### src/design/thd_pkg.sv
// ----------------------------------------------------------------------------
// thd_pkg
// Types, symbol codes and register indexes shared by the thermostat core.
// ----------------------------------------------------------------------------
`default_nettype none

package thd_pkg;

  localparam int unsigned TempWidth  = 12;
  localparam int unsigned ZoneWidth  = 11;
  localparam int unsigned SymWidth   = 4;
  localparam int unsigned CfgIdxWidth = 4;
  localparam int unsigned CfgDataWidth = 12;

  // display symbol codes (0-9 are digits)
  localparam logic [SymWidth-1:0] SYM_BLANK = 4'd10;
  localparam logic [SymWidth-1:0] SYM_MINUS = 4'd11;
  localparam logic [SymWidth-1:0] SYM_E     = 4'd12;
  localparam logic [SymWidth-1:0] SYM_R     = 4'd13;
  localparam logic [SymWidth-1:0] SYM_ONE   = 4'd1;

  // configuration register indexes
  localparam logic [CfgIdxWidth-1:0] REG_SETPOINT       = 4'd0;
  localparam logic [CfgIdxWidth-1:0] REG_ZONE_WIDTH     = 4'd1;
  localparam logic [CfgIdxWidth-1:0] REG_SHOW_ENABLE    = 4'd2;
  localparam logic [CfgIdxWidth-1:0] REG_CONTROL_ENABLE = 4'd3;

  localparam logic signed [TempWidth-1:0] SETPOINT_RESET = 12'sd320;
  localparam logic [ZoneWidth-1:0]        ZONE_RESET     = 11'd8;

  typedef struct packed {
    logic signed [TempWidth-1:0] temperature;
    logic                        sensor_error;
  } thd_in_t;

  typedef struct packed {
    logic                relay_on;
    logic                display_valid;
    logic [SymWidth-1:0] symbol_hundreds;
    logic [SymWidth-1:0] symbol_tens;
    logic [SymWidth-1:0] symbol_units;
    logic [SymWidth-1:0] symbol_tenths;
    logic                point_lit;
  } thd_out_t;

  // display part of a result
  typedef struct packed {
    logic                display_valid;
    logic [SymWidth-1:0] symbol_hundreds;
    logic [SymWidth-1:0] symbol_tens;
    logic [SymWidth-1:0] symbol_units;
    logic [SymWidth-1:0] symbol_tenths;
    logic                point_lit;
  } thd_disp_t;

  // relay control settings
  typedef struct packed {
    logic signed [TempWidth-1:0] setpoint;
    logic [ZoneWidth-1:0]        zone_width;
    logic                        control_enable;
  } thd_ctrl_t;

  // sixteenths -> rounded tenths digit (frac*625/100, then rounded /10)
  function automatic logic [SymWidth-1:0] tenths_digit(input logic [3:0] frac);
    logic [SymWidth-1:0] d;
    case (frac)
      4'd0:    d = 4'd0;
      4'd1:    d = 4'd1;
      4'd2:    d = 4'd1;
      4'd3:    d = 4'd2;
      4'd4:    d = 4'd3;
      4'd5:    d = 4'd3;
      4'd6:    d = 4'd4;
      4'd7:    d = 4'd4;
      4'd8:    d = 4'd5;
      4'd9:    d = 4'd6;
      4'd10:   d = 4'd6;
      4'd11:   d = 4'd7;
      4'd12:   d = 4'd8;
      4'd13:   d = 4'd8;
      4'd14:   d = 4'd9;
      default: d = 4'd9;
    endcase
    return d;
  endfunction

endpackage

`default_nettype wire

### src/design/thermostat_hysteresis_display_core.sv
// Path: a sample goes through the input register, then the result register, and
// leaves the input register when the result register is empty or being taken.
// Throughput: one sample per cycle while out_stall lets results drain, set by the
// relay state update. Reset: synchronous; clears the pipeline, the relay (off) and
// the registers to setpoint 320, zone 8, display and control disabled.
// ----------------------------------------------------------------------------
// thermostat_hysteresis_display_core
// On/off hysteresis thermostat with four-symbol temperature read-out.
// ----------------------------------------------------------------------------
`default_nettype none

module thermostat_hysteresis_display_core
  import thd_pkg::*;
(
  input  wire logic                    clk,
  input  wire logic                    rst,
  input  wire logic                    in_valid,
  output logic                         in_stall,
  input  wire thd_in_t                 in_data,
  output logic                         out_valid,
  input  wire logic                    out_stall,
  output thd_out_t                     out_data,
  input  wire logic                    cfg_valid,
  output logic                         cfg_ready,
  input  wire logic [CfgIdxWidth-1:0]  cfg_index,
  input  wire logic [CfgDataWidth-1:0] cfg_data
);

  thd_ctrl_t  ctrl;
  logic       show_enable;
  logic       s1_valid;
  thd_in_t    s1_data;
  logic       advance;
  logic       relay_next;
  thd_disp_t  disp;

  assign cfg_ready = 1'b1;

  always_ff @(posedge clk) begin
    if (rst) begin
      ctrl.setpoint       <= SETPOINT_RESET;
      ctrl.zone_width     <= ZONE_RESET;
      ctrl.control_enable <= 1'b0;
      show_enable         <= 1'b0;
    end else if (cfg_valid) begin
      unique case (cfg_index)
        REG_SETPOINT:       ctrl.setpoint       <= $signed(cfg_data);
        REG_ZONE_WIDTH:     ctrl.zone_width     <= cfg_data[ZoneWidth-1:0];
        REG_SHOW_ENABLE:    show_enable         <= cfg_data[0];
        REG_CONTROL_ENABLE: ctrl.control_enable <= cfg_data[0];
        default: ;
      endcase
    end
  end

  // stage 1 moves on when the result register is empty or being taken
  assign advance  = s1_valid && (!out_valid || !out_stall);
  assign in_stall = s1_valid && !advance;

  always_ff @(posedge clk) begin
    if (rst) begin
      s1_valid <= 1'b0;
    end else if (!in_stall) begin
      s1_valid <= in_valid;
    end
  end

  always_ff @(posedge clk) begin
    if (!in_stall && in_valid) begin
      s1_data <= in_data;
    end
  end

  thd_relay u_relay (
    .clk        (clk),
    .rst        (rst),
    .sample     (s1_data),
    .ctrl       (ctrl),
    .advance    (advance),
    .relay_next (relay_next)
  );

  thd_display u_display (
    .sample      (s1_data),
    .show_enable (show_enable),
    .disp        (disp)
  );

  always_ff @(posedge clk) begin
    if (rst) begin
      out_valid <= 1'b0;
    end else if (advance) begin
      out_valid <= 1'b1;
    end else if (!out_stall) begin
      out_valid <= 1'b0;
    end
  end

  always_ff @(posedge clk) begin
    if (advance) begin
      out_data.relay_on        <= relay_next;
      out_data.display_valid   <= disp.display_valid;
      out_data.symbol_hundreds <= disp.symbol_hundreds;
      out_data.symbol_tens     <= disp.symbol_tens;
      out_data.symbol_units    <= disp.symbol_units;
      out_data.symbol_tenths   <= disp.symbol_tenths;
      out_data.point_lit       <= disp.point_lit;
    end
  end

endmodule

`default_nettype wire

### src/design/thd_display.sv
// ----------------------------------------------------------------------------
// thd_display
// Splits one sample into four read-out symbols and the decimal point.
// ----------------------------------------------------------------------------
`default_nettype none

module thd_display
  import thd_pkg::*;
(
  input  wire thd_in_t   sample,
  input  wire logic      show_enable,
  output thd_disp_t      disp
);

  logic                 neg;
  logic [TempWidth-1:0] mag;
  logic [6:0]           ip;
  logic                 ge100;
  logic                 ge10;
  logic [6:0]           rem100;
  logic [14:0]          prod;
  logic [3:0]           tens;
  logic [6:0]           units_full;

  always_comb begin
    neg = sample.temperature[TempWidth-1];
    mag = neg ? (~sample.temperature + 12'd1) : sample.temperature;
    // integer part masked to 7 bits; -2048 wraps to 0
    ip = mag[10:4];
    ge100 = (ip >= 7'd100);
    ge10 = (ip >= 7'd10);
    rem100 = ge100 ? (ip - 7'd100) : ip;
    // x/10 as x*205>>11, exact for x < 100
    prod = {8'd0, rem100} * 15'd205;
    tens = prod[14:11];
    units_full = rem100 - {tens, 3'b000} - {2'b00, tens, 1'b0};
  end

  always_comb begin
    disp = '0;
    if (show_enable) begin
      disp.display_valid = 1'b1;
      if (sample.sensor_error) begin
        disp.symbol_hundreds = SYM_BLANK;
        disp.symbol_tens     = SYM_E;
        disp.symbol_units    = SYM_R;
        disp.symbol_tenths   = SYM_R;
        disp.point_lit       = 1'b0;
      end else begin
        if (ge100) begin
          disp.symbol_hundreds = SYM_ONE;
        end else if (neg && ge10) begin
          disp.symbol_hundreds = SYM_MINUS;
        end else begin
          disp.symbol_hundreds = SYM_BLANK;
        end
        if (ge10) begin
          disp.symbol_tens = tens;
        end else if (neg) begin
          disp.symbol_tens = SYM_MINUS;
        end else begin
          disp.symbol_tens = SYM_BLANK;
        end
        disp.symbol_units  = units_full[3:0];
        disp.symbol_tenths = tenths_digit(mag[3:0]);
        disp.point_lit     = 1'b1;
      end
    end
  end

endmodule

`default_nettype wire

### src/design/thd_relay.sv
// ----------------------------------------------------------------------------
// thd_relay
// Hysteresis relay state and its update for one sample.
// ----------------------------------------------------------------------------
`default_nettype none

module thd_relay
  import thd_pkg::*;
(
  input  wire logic    clk,
  input  wire logic    rst,
  input  wire thd_in_t sample,
  input  wire thd_ctrl_t ctrl,
  input  wire logic    advance,
  output logic         relay_next
);

  logic                     relay_state;
  logic signed [TempWidth:0] temp_ext;
  logic signed [TempWidth:0] sp_ext;
  logic signed [TempWidth:0] half;
  logic signed [TempWidth:0] trip_on;
  logic signed [TempWidth:0] trip_off;

  always_comb begin
    temp_ext = {sample.temperature[TempWidth-1], sample.temperature};
    sp_ext   = {ctrl.setpoint[TempWidth-1], ctrl.setpoint};
    half     = $signed({3'b000, ctrl.zone_width[ZoneWidth-1:1]});
    trip_on  = sp_ext - half;
    trip_off = sp_ext + half;

    relay_next = relay_state;
    if (!ctrl.control_enable) begin
      relay_next = 1'b0;
    end else if (!sample.sensor_error) begin
      if (temp_ext <= trip_on) begin
        relay_next = 1'b1;
      end else if (temp_ext >= trip_off) begin
        relay_next = 1'b0;
      end
    end
  end

  always_ff @(posedge clk) begin
    if (rst) begin
      relay_state <= 1'b0;
    end else if (advance) begin
      relay_state <= relay_next;
    end
  end

endmodule

`default_nettype wire
### config.mk
export PLATFORM = sky130hd
export DESIGN_NAME = thermostat_hysteresis_display_core
export DESIGN_NICKNAME = d
export VERILOG_FILES = /design/src/design/thd_pkg.sv /design/src/design/thermostat_hysteresis_display_core.sv /design/src/design/thd_display.sv /design/src/design/thd_relay.sv
export SDC_FILE = /design/constraint.sdc
export NUM_CORES = 1
export LEC_CHECK = 0
export BUFFER_PORTS_ARGS = -buffer_cell sky130_fd_sc_hd__buf_2
export CAP_MARGIN = 40
export CELL_PAD_IN_SITES_DETAIL_PLACEMENT = 1
export CELL_PAD_IN_SITES_GLOBAL_PLACEMENT = 1
export CORE_AREA = 8 8 116 118
export CTS_CLUSTER_DIAMETER = 120
export CTS_CLUSTER_SIZE = 20
export DETAILED_ROUTE_END_ITERATION = 8
export DIE_AREA = 0 0 124 126
export PLACE_DENSITY_LB_ADDON = 0.15
export SYNTH_ARGS = -nofsm -noshare
export SYNTH_HDL_FRONTEND = slang
export SYNTH_SLANG_ARGS = --single-unit
### constraint.sdc
create_clock -name clk -period 8.45 [get_ports clk]
set_input_delay 0.4225 -clock clk [delete_from_list [all_inputs] [get_ports clk]]
set_output_delay 0.4225 -clock clk [all_outputs]
set_load 0.05 [all_outputs]
==> metrics.md <==
| Metric | Value |
|---|---|
| Max FO, Critical Path | `7` |
| CP arrival | `7540 ps` |
| Seq cells post-synth | `57` |
| Hold buffers post-CTS | `0` |
| Syn Std Cell Area | `5186 um^2` |
| Gate Count Post-Synth | `581` |
| Area of the multi-input gates | `3421 um^2` |
| Vias | `4318` |
| Clk Tree Root Cell | `clkbuf_16` |
| Largest net degree at the start of global routing | `28` |
| Switching power | `0.4223 mW` |
| Net Sw Frac | `36.39%` |
| GRT Util Overall | `18.08%` |
| DRC Markers | `0` |
| Worst-case vdd ir drop | `0.0001284 V` |
| Mean Syn Cell Area | `8.926 um^2` |
| Share of cells above drive strength 1 | `13.27%` |
| Post-route ant nets | `0` |
| Average wire per standard cell | `17.18 um` |
| WL final | `13.40 mm` |
| Number of port buffers | `53` |
| Final net count | `757` |
| Initial Util | `44.28%` |
| Vias per cell | `5.536` |
| Final Instance Area | `5876 um^2` |
| Slowest-stage cell, CP | `or4b_1` |
| Final GP Congestion | `0.8400` |
| Setup crit end kind | `register` |
| Final setup fails | `0` |
| RSZ-0062 raised after global routing | `no` |
| CP peak stage delay | `530 ps` |
| H-tree Lvls | `3` |
| Slew margin rel. | `52.94%` |
| Final Skew | `8.199 ps` |
| First-pass GRT wire length | `22.59 mm` |
| Leakage | `2.590 nW` |
| Critical setup path kind | `reg2reg` |
| Int Pwr | `0.7382 mW` |
| Iter 0 DRT Violations | `149` |
| Synth Flop Type | `edfxtp_1` |
| Max-cap check violation count | `0` |
| CTS Buf Count | `9` |
| Clk pwr share | `31.1%` |
| Period utilisation layout | `88.23%` |
| Startpoint types | `register` |
| Total gr overflow | `0` |
| Post-synthesis sequential area ratio | `27.79%` |
| Core area | `11710 um^2` |
| First-pass DRT Iterations | `4` |
| Mapped Nets | `710` |
| Cts repair resizes | `0` |
| ANT cells | `0` |
| Vias in the first global route | `4735` |
| Area post-placement | `5582 um^2` |
| PD cells | `197.5 nW/um^2` |
| Final hold vios | `0` |
| I/O pins | `56` |
| Cell repeated most along the worst path | `ha_1` |
| CTS Sinks | `57` |
| F_max | `134.1 MHz` |
| Bufs on Longest Clock Path | `2` |
| Worst-margin pin slew | `703.8 ps` |
| Die width | `124 um` |
| Clk slew on worst S/H paths | `60 ps` |
| Slew Viols, Final | `0` |
| Die Y | `126 um` |
| Setup TNS | `0 ps` |
| Yosys warns | `0` |
| Post-synth EDFFs | `30` |
| CP Data Required Time | `8530 ps` |
| Area delta synth->final | `13.29%` |
| Half-perimeter wire length after placement | `10.82 mm` |
| Row cnt | `40` |
| Ys async rst share | `0%` |
| Initial antenna violation count | `0` |
| CTS tree | `yes` |
| Synth unique cells | `65` |
| # Post-CTS Setup Buffers | `0` |
| Die area | `15620 um^2` |
| Fin crit period | `7456 ps` |
| Status | `complete, no violations` |
| Fillers | `1400` |
| Hold Path Class | `in2reg` |
| Combinational power share | `41.8%` |
| Sequential Area | `1441 um^2` |
| Worst skew pair latency | `330 ps` |
| Sequential share of power | `27.1%` |
worst paths after layout:
check	startpoint	to	slack, ps	cells past startpoint
worst max register to register	s1_data[1]	out_data[8]	990	27
worst min-delay path	in_data[0]	s1_data[0]	270	1
worst max-delay path	s1_data[1]	out_data[8]	990	27
worst min register to register	ctrl[16]	ctrl[16]	480	2
cell usage in the layout, fill, tap and decap left out, drive strengths merged, types with 5 or more instances in the layout:
master / n
nor4: 5
ha: 85
a31oi: 5
mux2i: 14
o21bai: 6
inv: 62
edfxtp: 30
nand4: 5
o21ai: 20
nor2: 38
dfxtp: 27
or4: 5
nor3: 6
xor2: 8
nand2b: 8
a21o: 8
nor2b: 10
clkbuf: 9
o21a: 11
xnor2: 27
fa: 10
nor3b: 6
nand3: 12
a21oi: 42
buf: 57
nand2: 55
final cells by class:
type,instances,share of cell area [%]
well taps,147,3.130
clock buffers,9,3.833
flip-flops and latches,57,24.53
inverters,61,3.897
clock inverters,7,1.171
multi-input cells,442,58.22
repair buffers,57,5.217
state kept, by name (all words and copies together), names as in the netlist:
signal               flops
ctrl                    23
s1_data                 13
show_enable              1
out_valid                1
s1_valid                 1
u_relay.relay_state      1
out_data                17
power groups by stage:
| stage | Sequential (mW) | Clock, mW | Combinational (mW) |
|---|---|---|---|
| 2_1_floorplan | 0.328 | 0 | 0.350 |
| 3_3_place_gp | 0.322 | 0 | 0.449 |
| 3_5_place_dp | 0.320 | 0 | 0.488 |
| 4_1_cts | 0.315 | 0.367 | 0.493 |
| 5_1_grt | 0.316 | 0.381 | 0.553 |
| 6_report | 0.315 | 0.361 | 0.485 |
synth_stat cells, drive strengths merged, types with 11 or more instances:
| master | count | area, um^2 |
|---|---|---|
| nor2 | 38 | 142.6 |
| o21a | 11 | 82.58 |
| inv | 61 | 229.0 |
| clkbuf | 14 | 52.55 |
| nand3 | 12 | 60.06 |
| dfxtp | 27 | 540.5 |
| ha | 85 | 1064 |
| nand2 | 55 | 206.5 |
| edfxtp | 30 | 900.9 |
| xnor2 | 27 | 236.5 |
| mux2i | 14 | 140.1 |
| o21ai | 20 | 103.9 |
| a21oi | 42 | 210.2 |
metrics by stage:
step | utilization [%] | instances | total power [mW] | hold slack [ps] | setup WS, ps
final | 50.17 | 780 | 1.160 | 267.2 | 994.3
after global routing | 50.17 | 780 | 1.251 | 251.3 | 511.8
after CTS | 50.17 | 780 | 1.175 | 258.0 | 987.7
after detailed placement | 47.66 | 764 | 0.8089 | 476.6 | 1001
after global placement | 47.44 | 762 | 0.7707 | 466.4 | 1335
after floorplan | - | 581 | 0.6774 | 429.3 | 1724
cells by family (layout without fill, tap and decap cells):
kind of cell,count (synthesis),count (layout),share of synthesized area (%)
xor gates and xnor gates,36,36,6.345
and+or+nand+nor,170,170,16.50
muxes,14,14,2.702
AOI/OAI and AO/OA,125,125,15.80
adders and majority gates,95,95,24.37
DFF,57,57,27.79
other,2,2,0.1448
buffers and inverters,82,134,6.345
worst max-delay path: cells and delay by family (launching register included):
family	cells	cell delay, ps
AO/OA/AOI/OAI	7	1580
XOR/XNOR	4	1050
adder cells (fa/ha/maj)	7	2370
buffers and inverters	4	340
flip-flops	1	450
AND/OR/NAND/NOR	5	1400
per-layer routing:
metal	vias up	routed length, um	global-route usage [%]
met4	0	416	7.703
met1	2077	5504	19.47
met2	83	7005	33.05
met5	-	0	0
met3	26	473	3.619
li1	2132	-	-
Power figures use the tool's default switching activity.
